## src/clu_pkg.sv

```systemverilog
// ----------------------------------------------------------------------------
// clu_pkg
// Shared types, opcodes and helper functions of the load instruction unit.
// ----------------------------------------------------------------------------
package clu_pkg;

    localparam logic [1:0] STATUS_DONE    = 2'd0;
    localparam logic [1:0] STATUS_READ    = 2'd1;
    localparam logic [1:0] STATUS_UNKNOWN = 2'd2;
    localparam logic [1:0] STATUS_SEQ     = 2'd3;

    localparam logic CMD_EXEC = 1'b0;
    localparam logic CMD_DATA = 1'b1;

    localparam logic [2:0] REG_B   = 3'd0;
    localparam logic [2:0] REG_C   = 3'd1;
    localparam logic [2:0] REG_D   = 3'd2;
    localparam logic [2:0] REG_E   = 3'd3;
    localparam logic [2:0] REG_H   = 3'd4;
    localparam logic [2:0] REG_L   = 3'd5;
    localparam logic [2:0] REG_MEM = 3'd6;
    localparam logic [2:0] REG_A   = 3'd7;

    localparam logic [7:0] OP_HALT     = 8'h76;
    localparam logic [7:0] OP_LD_BC_A  = 8'h02;
    localparam logic [7:0] OP_LD_DE_A  = 8'h12;
    localparam logic [7:0] OP_LDI_HL_A = 8'h22;
    localparam logic [7:0] OP_LDD_HL_A = 8'h32;
    localparam logic [7:0] OP_LD_A_BC  = 8'h0A;
    localparam logic [7:0] OP_LD_A_DE  = 8'h1A;
    localparam logic [7:0] OP_LDI_A_HL = 8'h2A;
    localparam logic [7:0] OP_LDD_A_HL = 8'h3A;
    localparam logic [7:0] OP_LDH_A_N  = 8'hF0;
    localparam logic [7:0] OP_LDH_N_A  = 8'hE0;
    localparam logic [7:0] OP_LD_C_A   = 8'hE2;
    localparam logic [7:0] OP_LD_NN_A  = 8'hEA;
    localparam logic [7:0] OP_LD_HL_N  = 8'h36;
    localparam logic [7:0] OP_LD_B_N   = 8'h06;
    localparam logic [7:0] OP_LD_C_N   = 8'h0E;
    localparam logic [7:0] OP_LD_A_N   = 8'h3E;
    localparam logic [7:0] OP_LD_BC_NN = 8'h01;
    localparam logic [7:0] OP_LD_HL_NN = 8'h21;
    localparam logic [7:0] OP_LD_SP_NN = 8'h31;

    localparam logic [1:0] OP_GRP_MOVE = 2'b01;
    localparam logic [7:0] HIGH_PAGE   = 8'hFF;

    localparam logic [4:0] CYC_NONE = 5'd0;
    localparam logic [4:0] CYC_4    = 5'd4;
    localparam logic [4:0] CYC_8    = 5'd8;
    localparam logic [4:0] CYC_12   = 5'd12;
    localparam logic [4:0] CYC_16   = 5'd16;

    typedef struct packed {
        logic       command;
        logic [7:0] opcode;
        logic [7:0] imm_low;
        logic [7:0] imm_high;
        logic [7:0] read_data;
    } clu_item_t;

    typedef struct packed {
        logic [7:0]  a;
        logic [7:0]  b;
        logic [7:0]  c;
        logic [7:0]  d;
        logic [7:0]  e;
        logic [7:0]  h;
        logic [7:0]  l;
        logic [15:0] sp;
        logic        pending;
        logic [2:0]  dest;
    } clu_state_t;

    typedef struct packed {
        logic [1:0]  status;
        logic [4:0]  cycles;
        logic        bus_valid;
        logic        bus_write;
        logic [15:0] bus_address;
        logic [7:0]  bus_data;
    } clu_result_t;

    function automatic logic [7:0] read_reg(clu_state_t st, logic [2:0] code);
        logic [7:0] v;
        case (code)
            REG_B:   v = st.b;
            REG_C:   v = st.c;
            REG_D:   v = st.d;
            REG_E:   v = st.e;
            REG_H:   v = st.h;
            REG_L:   v = st.l;
            REG_A:   v = st.a;
            default: v = 8'd0;
        endcase
        return v;
    endfunction

    function automatic clu_state_t write_reg(clu_state_t st, logic [2:0] code,
                                             logic [7:0] v);
        clu_state_t r;
        r = st;
        case (code)
            REG_B:   r.b = v;
            REG_C:   r.c = v;
            REG_D:   r.d = v;
            REG_E:   r.e = v;
            REG_H:   r.h = v;
            REG_L:   r.l = v;
            REG_A:   r.a = v;
            default: r = st;
        endcase
        return r;
    endfunction

endpackage

```

## src/cpu_load_instruction_unit.sv

```systemverilog
// ----------------------------------------------------------------------------
// cpu_load_instruction_unit
// Load subset execute unit of an 8-bit CPU with bus access reporting.
// ----------------------------------------------------------------------------
// An instruction or read-data transfer is taken into an input register, then
// decoded and executed combinationally against the register file, and its
// result lands in an output register together with the register values after
// it. The unit sustains one transfer per clock unless the output is stalled.
// The rate is set by the single register file update per cycle,
// which every item passes through in order. A load from memory returns status
// read issued with the bus read; the data comes back as a later transfer with
// command set, and any other item in between is answered out of sequence.
module cpu_load_instruction_unit (
    input  logic        aclk,
    input  logic        aresetn,
    input  logic        s_valid,
    output logic        s_ready,
    input  logic        s_command,
    input  logic [7:0]  s_opcode,
    input  logic [7:0]  s_imm_low,
    input  logic [7:0]  s_imm_high,
    input  logic [7:0]  s_read_data,
    output logic        m_valid,
    input  logic        m_ready,
    output logic [1:0]  m_status,
    output logic [4:0]  m_cycle_count,
    output logic        m_bus_valid,
    output logic        m_bus_write,
    output logic [15:0] m_bus_address,
    output logic [7:0]  m_bus_data,
    output logic [7:0]  m_value_a,
    output logic [15:0] m_value_bc,
    output logic [15:0] m_value_de,
    output logic [15:0] m_value_hl,
    output logic [15:0] m_value_sp
);
    import clu_pkg::*;

    logic        in_valid_reg;
    clu_item_t   in_item_reg;
    logic        out_valid_reg;
    clu_result_t out_res_reg;
    clu_state_t  out_state_reg;

    clu_state_t  state;
    clu_state_t  state_next;
    clu_result_t result;
    logic        advance;

    assign advance = in_valid_reg && (!out_valid_reg || m_ready);
    assign s_ready = !in_valid_reg || advance;

    always_ff @(posedge aclk) begin
        if (!aresetn) begin
            in_valid_reg <= 1'b0;
        end else if (s_ready) begin
            in_valid_reg <= s_valid;
        end
    end

    always_ff @(posedge aclk) begin
        if (s_ready && s_valid) begin
            in_item_reg <= '{command:   s_command,
                             opcode:    s_opcode,
                             imm_low:   s_imm_low,
                             imm_high:  s_imm_high,
                             read_data: s_read_data};
        end
    end

    clu_regfile u_regfile (
        .aclk       (aclk),
        .aresetn    (aresetn),
        .update     (advance),
        .state_next (state_next),
        .state      (state)
    );

    clu_exec u_exec (
        .item       (in_item_reg),
        .state      (state),
        .state_next (state_next),
        .result     (result)
    );

    always_ff @(posedge aclk) begin
        if (!aresetn) begin
            out_valid_reg <= 1'b0;
        end else if (advance) begin
            out_valid_reg <= 1'b1;
        end else if (m_ready) begin
            out_valid_reg <= 1'b0;
        end
    end

    always_ff @(posedge aclk) begin
        if (advance) begin
            out_res_reg   <= result;
            out_state_reg <= state_next;
        end
    end

    assign m_valid       = out_valid_reg;
    assign m_status      = out_res_reg.status;
    assign m_cycle_count = out_res_reg.cycles;
    assign m_bus_valid   = out_res_reg.bus_valid;
    assign m_bus_write   = out_res_reg.bus_write;
    assign m_bus_address = out_res_reg.bus_address;
    assign m_bus_data    = out_res_reg.bus_data;
    assign m_value_a     = out_state_reg.a;
    assign m_value_bc    = {out_state_reg.b, out_state_reg.c};
    assign m_value_de    = {out_state_reg.d, out_state_reg.e};
    assign m_value_hl    = {out_state_reg.h, out_state_reg.l};
    assign m_value_sp    = out_state_reg.sp;

`ifndef SYNTHESIS
    a_read_is_bus_read: assert property (@(posedge aclk) disable iff (!aresetn)
        m_valid && m_status == STATUS_READ |-> m_bus_valid && !m_bus_write
                                               && m_bus_data == 8'd0)
        else $error("read result without bus read");

    a_no_access_on_reject: assert property (@(posedge aclk) disable iff (!aresetn)
        m_valid && (m_status == STATUS_UNKNOWN || m_status == STATUS_SEQ)
            |-> m_cycle_count == CYC_NONE && !m_bus_valid)
        else $error("rejected item carries an access");

    a_pending_follows_read: assert property (@(posedge aclk) disable iff (!aresetn)
        advance && result.status == STATUS_READ |=> state.pending)
        else $error("read issued but no load pending");

    a_stall_only_when_full: assert property (@(posedge aclk) disable iff (!aresetn)
        !s_ready |-> in_valid_reg && out_valid_reg && !m_ready)
        else $error("input stalled with room in the pipeline");
`endif

endmodule

```

## src/clu_exec.sv

```systemverilog
// ----------------------------------------------------------------------------
// clu_exec
// Decode and execute of one item: next register state and bus result.
// ----------------------------------------------------------------------------
module clu_exec (
    input  clu_pkg::clu_item_t   item,
    input  clu_pkg::clu_state_t  state,
    output clu_pkg::clu_state_t  state_next,
    output clu_pkg::clu_result_t result
);
    import clu_pkg::*;

    logic [15:0] hl;
    logic [15:0] bc;
    logic [15:0] de;
    logic [15:0] imm16;
    logic [2:0]  dst;
    logic [2:0]  src;
    logic        rd_issue;
    logic [2:0]  rd_dest;

    assign hl    = {state.h, state.l};
    assign bc    = {state.b, state.c};
    assign de    = {state.d, state.e};
    assign imm16 = {item.imm_high, item.imm_low};
    assign dst   = item.opcode[5:3];
    assign src   = item.opcode[2:0];

    always_comb begin
        state_next = state;
        result     = '0;
        rd_issue   = 1'b0;
        rd_dest    = REG_A;

        if (item.command == CMD_DATA) begin
            if (state.pending) begin
                state_next         = write_reg(state, state.dest, item.read_data);
                state_next.pending = 1'b0;
            end else begin
                result.status = STATUS_SEQ;
            end
        end else if (state.pending) begin
            result.status = STATUS_SEQ;
        end else if (item.opcode[7:6] == OP_GRP_MOVE && item.opcode != OP_HALT) begin
            if (dst == REG_MEM) begin
                result.bus_valid   = 1'b1;
                result.bus_write   = 1'b1;
                result.bus_address = hl;
                result.bus_data    = read_reg(state, src);
                result.cycles      = CYC_8;
            end else if (src == REG_MEM) begin
                rd_issue           = 1'b1;
                rd_dest            = dst;
                result.bus_address = hl;
                result.cycles      = CYC_8;
            end else begin
                state_next    = write_reg(state, dst, read_reg(state, src));
                result.cycles = CYC_4;
            end
        end else begin
            case (item.opcode)
                OP_LD_BC_A, OP_LD_DE_A, OP_LDI_HL_A, OP_LDD_HL_A: begin
                    result.bus_valid = 1'b1;
                    result.bus_write = 1'b1;
                    result.bus_data  = state.a;
                    result.cycles    = CYC_8;
                    if (item.opcode == OP_LD_BC_A) begin
                        result.bus_address = bc;
                    end else if (item.opcode == OP_LD_DE_A) begin
                        result.bus_address = de;
                    end else begin
                        result.bus_address = hl;
                    end
                    if (item.opcode == OP_LDI_HL_A) begin
                        {state_next.h, state_next.l} = hl + 16'd1;
                    end else if (item.opcode == OP_LDD_HL_A) begin
                        {state_next.h, state_next.l} = hl - 16'd1;
                    end
                end
                OP_LD_A_BC, OP_LD_A_DE, OP_LDI_A_HL, OP_LDD_A_HL: begin
                    rd_issue      = 1'b1;
                    result.cycles = CYC_8;
                    if (item.opcode == OP_LD_A_BC) begin
                        result.bus_address = bc;
                    end else if (item.opcode == OP_LD_A_DE) begin
                        result.bus_address = de;
                    end else begin
                        result.bus_address = hl;
                    end
                    if (item.opcode == OP_LDI_A_HL) begin
                        {state_next.h, state_next.l} = hl + 16'd1;
                    end else if (item.opcode == OP_LDD_A_HL) begin
                        {state_next.h, state_next.l} = hl - 16'd1;
                    end
                end
                OP_LDH_A_N: begin
                    rd_issue           = 1'b1;
                    result.bus_address = {HIGH_PAGE, item.imm_low};
                    result.cycles      = CYC_12;
                end
                OP_LDH_N_A: begin
                    result.bus_valid   = 1'b1;
                    result.bus_write   = 1'b1;
                    result.bus_address = {HIGH_PAGE, item.imm_low};
                    result.bus_data    = state.a;
                    result.cycles      = CYC_12;
                end
                OP_LD_C_A: begin
                    result.bus_valid   = 1'b1;
                    result.bus_write   = 1'b1;
                    result.bus_address = {HIGH_PAGE, state.c};
                    result.bus_data    = state.a;
                    result.cycles      = CYC_8;
                end
                OP_LD_NN_A: begin
                    result.bus_valid   = 1'b1;
                    result.bus_write   = 1'b1;
                    result.bus_address = imm16;
                    result.bus_data    = state.a;
                    result.cycles      = CYC_16;
                end
                OP_LD_HL_N: begin
                    result.bus_valid   = 1'b1;
                    result.bus_write   = 1'b1;
                    result.bus_address = hl;
                    result.bus_data    = item.imm_low;
                    result.cycles      = CYC_12;
                end
                OP_LD_B_N: begin
                    state_next.b  = item.imm_low;
                    result.cycles = CYC_8;
                end
                OP_LD_C_N: begin
                    state_next.c  = item.imm_low;
                    result.cycles = CYC_8;
                end
                OP_LD_A_N: begin
                    state_next.a  = item.imm_low;
                    result.cycles = CYC_8;
                end
                OP_LD_BC_NN: begin
                    {state_next.b, state_next.c} = imm16;
                    result.cycles                = CYC_12;
                end
                OP_LD_HL_NN: begin
                    {state_next.h, state_next.l} = imm16;
                    result.cycles                = CYC_12;
                end
                OP_LD_SP_NN: begin
                    state_next.sp = imm16;
                    result.cycles = CYC_12;
                end
                default: begin
                    result.status = STATUS_UNKNOWN;
                    result.cycles = CYC_NONE;
                end
            endcase
        end

        // read issue: bus read and load target recorded
        if (rd_issue) begin
            result.bus_valid   = 1'b1;
            result.bus_write   = 1'b0;
            result.bus_data    = 8'd0;
            result.status      = STATUS_READ;
            state_next.pending = 1'b1;
            state_next.dest    = rd_dest;
        end
    end

endmodule

```

## src/clu_regfile.sv

```systemverilog
// ----------------------------------------------------------------------------
// clu_regfile
// Architectural registers A, B..L, SP and the pending load tracking.
// ----------------------------------------------------------------------------
module clu_regfile (
    input  logic                aclk,
    input  logic                aresetn,
    input  logic                update,
    input  clu_pkg::clu_state_t state_next,
    output clu_pkg::clu_state_t state
);
    import clu_pkg::*;

    clu_state_t state_reg;

    always_ff @(posedge aclk) begin
        if (!aresetn) begin
            state_reg <= '0;
        end else if (update) begin
            state_reg <= state_next;
        end
    end

    assign state = state_reg;

endmodule

```

## config.mk

```make
export PLATFORM = sky130hd
export DESIGN_NAME = cpu_load_instruction_unit
export DESIGN_NICKNAME = d
export VERILOG_FILES = /design/src/clu_pkg.sv /design/src/cpu_load_instruction_unit.sv /design/src/clu_exec.sv /design/src/clu_regfile.sv
export SDC_FILE = /design/constraint.sdc
export NUM_CORES = 1
export LEC_CHECK = 0
export BUFFER_PORTS_ARGS = -buffer_cell sky130_fd_sc_hd__buf_2
export CORE_MARGIN = 8
export CORE_UTILIZATION = 40
export DETAILED_ROUTE_END_ITERATION = 16
export GPL_TIMING_DRIVEN = 0
export HOLD_SLACK_MARGIN = 0.03
export PLACE_DENSITY = 0.58
export SETUP_SLACK_MARGIN = 0.3
export SLEW_MARGIN = 25
export SYNTH_ARGS = -nofsm -noshare
export SYNTH_HDL_FRONTEND = slang
export SYNTH_SLANG_ARGS = --single-unit
```

## constraint.sdc

```tcl
create_clock -name aclk -period 11.5 [get_ports aclk]
set_input_delay 1.15 -clock aclk [delete_from_list [all_inputs] [get_ports aclk]]
set_output_delay 1.15 -clock aclk [all_outputs]
set_load 0.01 [all_outputs]
```

==> Word level (Yosys, flattened, before mapping) <==
Index checks and enable logic that the tools add are counted.
{ "classes": {"n_eq_ne": 41, "add_sub_neg": 2, "n_reduce_logical": 24, "mux": 69} }
{ "op_table": {"columns": ["operator", "count"], "rows": [
  ["$mux 76", 5],
  ["$mux 16", 12],
  ["$mux 8", 17],
  ["$pmux 16 s6", 1],
  ["$eq 8x6->1 const B", 8],
  ["$pmux 8 s7", 1],
  ["$mux 26", 2],
  ["$pmux 16 s3", 1],
  ["$eq 3x3->1 const B", 11],
  ["$eq 8x8->1 const B", 4],
  ["$mux 32", 1],
  ["$pmux 8 s2", 2],
  ["$mux 31", 1],
  ["$mux 24", 1],
  ["$reduce_or 19->1", 1],
  ["$eq 3x2->1 const B", 6],
  ["$add 16x1->16 const B", 1],
  ["$eq 8x4->1 const B", 2],
  ["$eq 8x5->1 const B", 2],
  ["$sub 16x1->16 const B", 1],
  ["$mux 3", 5],
  ["$pmux 5 s3", 1],
  ["$mux 2", 7],
  ["$mux 4", 3],
  ["22 further kinds", 40]
]} }
{ "word_totals": {"output_inout_bits": 107, "wordCells": 167, "inputBits": 37, "register_bits": 216} }

==> Depth between registers and ports, before layout <==
{ "logic_depth": {"ltp_word": 9, "depth_mapped": 11, "depth_no_buf": 9} }

==> Cells and area by module <==
From an unflattened synthesis, not the netlist that was laid out.
{ "hier_totals": {"cells_unflattened": 1324, "area_unflattened_um2": 13176.4} }
{ "modules_own_cells": {"columns": ["module", "n_inst", "cells_each", "area_per_inst_um2", "seq_area_each_um2"], "rows": [
  ["clu_exec", 1, 932, 6009.5, 0.0],
  ["cpu_load_instruction_unit", 1, 147, 4247.8, 4184.0],
  ["clu_regfile", 1, 245, 2919.0, 1521.5]
]} }

==> Least setup slack after synthesis <==
Ideal clock, no wire load.
{ "synth_path": {"path_kind": "input -> register", "from": "input m_ready", "to": "register out_res_reg, in the netlist m_bus_address[0] (enable)", "path_buffers": 3, "slack_ns": 6.153, "arrival_time_ns": 4.841, "path_stages": 6, "setup_time_ns": 0.506, "required_time_ns": 10.994, "cell_sequence": "nor2b_1 > nand2b_1 > clkbuf_1 > inv_1 > clkbuf_1 > clkbuf_1"} }
{ "synth_via": {"elab_chain_len": 2} }
{ "synth_lines": {"columns": ["item", "line_no", "source"], "rows": [
  ["from (decl)", "cpu_load_instruction_unit.sv:24", "input logic m_ready,"],
  ["$logic_or 1x1->1", "cpu_load_instruction_unit.sv:50", "assign advance = in_valid_reg && (!out_valid_reg || m_ready);"],
  ["$logic_and 1x1->1", "cpu_load_instruction_unit.sv:50", null],
  ["named net advance", "cpu_load_instruction_unit.sv:48", "logic advance;"],
  ["to (signal assigned)", "cpu_load_instruction_unit.sv:98", "out_res_reg <= result;"],
  ["to (decl)", "cpu_load_instruction_unit.sv:42", "clu_result_t out_res_reg;"]
]} }
The timed path passes the listed nets, and every way through them passes these cells.
A chain may end at the register's enable or synchronous reset.

==> Worst setup path in the final report <==
{ "layout_path": {"from": "register in_item_reg[26] in the netlist's numbering", "to": "register out_res_reg, in the netlist m_bus_address[15] (data pin)"} }
{ "layout_via": {"elab_chain_len": 5, "elab_cells_between_ends": 27, "classes_between": "eq/ne: 15; mux: 8; reduce/logical: 4"} }
{ "layout_lines": {"columns": ["item", "line_no", "source"], "rows": [
  ["from (decl)", "cpu_load_instruction_unit.sv:40", "clu_item_t in_item_reg;"],
  ["from (signal assigned)", "cpu_load_instruction_unit.sv:63", "in_item_reg <= '{command: s_command,"],
  ["$eq 8x5->1, on equally long branches", "clu_exec.sv:61, clu_exec.sv:85, clu_exec.sv:69", null],
  ["$mux 16, on equally long branches", "clu_exec.sv:85, clu_exec.sv:69", null],
  ["$mux 16, on equally long branches", "clu_exec.sv:83, clu_exec.sv:67", null],
  ["$pmux 16 s6", "clu_exec.sv:61", "case (item.opcode)"],
  ["$mux 31 *", "clu_exec.sv:44", "end else if (item.opcode[7:6] == OP_GRP_MOVE && item.opcode != OP_HALT) begin"]
]} }
Every way passes the cells marked *; elsewhere a longest branch is shown, timed or not.

==> reports/metrics.cfg <==
[status]
outcome = complete, no violations

[sta]
maxSlewHeadroom_pct = 25.62
period_needed_ns = 4.292
hold_viol_final = 0
finalCritPeriodShare_pct = 37.32
fin_skew_ns = 0.01432
tns_ns = 0
rsz0062_at_grt = false
setup-violations-final = 0
tightestPinTransition_ns = 1.116
final_max_slew_viol_count = 0
fmax_ghz = 0.2330

[global_routing]
grt_usage_pct = 34.53
grt_max_degree = 58
grt_remaining_overflow = 0
grt_pass1_vias = 12900
antenna_found_initial = 0
grt_pass1_wl_um = 95440

[placed_design]
gp_congestion = 1.051
dp_hpwl_um = 50690
port_buffers = 141

[setup_path]
slowest_delay_ns = 0.67
cpLargestDelayFamily = buffers and inverters
crit_path_cell_trace = clkbuf_1 -> nand3b_1 -> clkbuf_1 -> o21ai_2 -> buf_2 -> nand3_1 -> clkbuf_1 -> o21ai_0
crit_type = reg -> reg
crit_top_cell = clkbuf_1
critical_path.slowest_cell = o21ai_2
critPathLaunchType = register
required_ns = 11.82
arrival_ns = 4.61
critPathBufInv = 4
critPathCaptureType = register
cp_max_fo = 10

[clock_network]
cts_made_buffers = 24
clock-sinks = 214
cts_tree = built
cts.path.max_buffers = 3
clkLatencyLatePin_ns = 0.56
root_buffer = clkbuf_16
htree_levels = 1
cts_hold_buf = 0
path_clk_slew_ns = 0.06
cts_resized = 0
post_cts_buffers = 0

[synth]
synthFlopType = edfxtp_1
yosysTopAreaCell = edfxtp_1
synth_seq_area_share_pct = 44.37
yosysUniqueCellTypes = 93
yosysWarnings = 0
synth_top_cell_area_share_pct = 32.10
postSynth.asyncResetShare_pct = 0
syn_avg_cell_area_um2 = 8.922
synth_seq_cells = 214
synth_top_cells_by_area = edfxtp_1, dfxtp_1, nand2_1, o21ai_0, nor2_1
synth-edff-count = 136
netlist_area_um2 = 12720
syn_inst = 1426

[min_path]
min_path_type = reg -> reg

[route]
wl_met2_um = 27890
vias_per_cell = 6.829
wire_per_inst_um = 33.78
drc_errors = 0
top_layer = met4
dr.pass1.iters = 6
wl_met3_um = 9277
met1Wirelength_um = 26800
drt.antenna.violating_nets = 0
wl_um = 68340
dr.first_iter.drc_count = 2410
vias = 13820

[flow_run]
max-cap-violations = 0

[floorplan]
die_w_um = 194.4
ios = 144
coreArea_um2 = 31470
dieHeight_um = 194.4
num_rows = 65
start_util_pct = 40.43
die-area_um2 = 37770

[power_and_ir_drop]
total_leakage_power_nw = 5.195
switching_power_uw = 600.9
powerDensity_nw_per_um2 = 135.2
swShare_pct = 29.69
p_int_mw = 1.423
clock_power_share_pct = 40.6
power_frac_comb_pct = 15.2
peakVddDrop_mv = 0.1123
p_seq_share_pct = 44.2

[finish]
largest_reg_flops = 76
post-route-util_pct = 47.55
finish.net_count = 1640
layout_commonest_cell = nand2_1
syn2layout_area_growth_pct = 17.61
final_cell_mix = nand2_1, buf_2, edfxtp_1
layout-drive-gt1-share_pct = 17.37

layer usage:
metal  global-route usage (%)  vias up
met3                    11.76      249
met4                    18.53        0
li1                         -     5790
met5                        0        -
met2                    49.98     1142
met1                    44.87     6635
worst register-to-register path, cell delays in order (launching register included):
cell      delay (ns)
edfxtp_1        0.44
clkbuf_1        0.59
nand3b_1        0.44
clkbuf_1        0.39
o21ai_2         0.67
buf_2           0.51
nand3_1         0.27
clkbuf_1        0.33
o21ai_0         0.41
through the flow:
step / hold WS, ns / total power, mW / std cells / cell area, um2 / setup WS [ns]
after floorplan: 0.4375 / 1.053 / 1427 / 12730 / 6.153
after CTS: 0.4643 / 2.015 / 2020 / 14940 / 7.465
final: 0.4641 / 2.024 / 2023 / 14960 / 7.208
after global placement: 0.4455 / 1.197 / 1970 / 13940 / 3.594
after global routing: 0.4881 / 2.061 / 2020 / 14960 / 7.242
after detailed placement: 0.4559 / 1.198 / 1976 / 14110 / 7.371
cells by family after synthesis:
family	Yosys count	share of synthesized area, %
AND/OR/NAND/NOR	508	19.34
flip-flops	214	44.37
AO/OA/AOI/OAI	515	27.59
multiplexers	39	3.471
other	1	0.02947
buffers and inverters	138	4.347
XOR/XNOR	8	0.5507
adder cells (fa/ha/maj)	3	0.2950
power groups by stage:
| stage | Clock, mW | Combinational [mW] | Sequential (mW) |
|---|---|---|---|
| after detailed placement | 0 | 0.291 | 0.907 |
| after global routing | 0.850 | 0.316 | 0.894 |
| final | 0.821 | 0.309 | 0.894 |
| after global placement | 0 | 0.287 | 0.910 |
| after CTS | 0.831 | 0.293 | 0.891 |
| after floorplan | 0 | 0.153 | 0.900 |
layout make-up:
cell class              count  area [um2]
plain buffers             122       496.7
diodes                      3       7.507
flip-flops and latches    214        5645
well taps                 402       503.0
clock inverters            15       197.7
clock buffers              29       629.4
fillers                  3055       16510
repair buffers            147       797.0
inverters                  16       60.06
multi-input cells        1075        6628
synth_stat cells (13+ instances only):
master,instances
a22o_1,17
a221o_1,15
a22oi_1,29
nand2_1,184
mux2_2,31
clkbuf_1,95
a21boi_0,26
edfxtp_1,136
o21ai_0,120
o2bb2ai_1,13
nand4_1,17
buf_2,13
a221oi_1,17
nand3_1,34
o22ai_1,18
a31oi_1,26
a21oi_1,96
a211oi_1,20
dfxtp_1,78
nor3_1,27
inv_1,16
nor2_1,129
path summary, 6_finish.rpt:
path	start	endpoint	slack [ns]	depth (start not counted)
worst min register to register	u_regfile.state[15]	u_regfile.state[15]	0.46	2
worst max register to register	in_item_reg[26]	m_bus_address[15]	7.21	8
worst max-delay path	in_item_reg[26]	m_bus_address[15]	7.21	8
worst min-delay path	u_regfile.state[15]	u_regfile.state[15]	0.46	2
(Power assumes the default switching activity.)
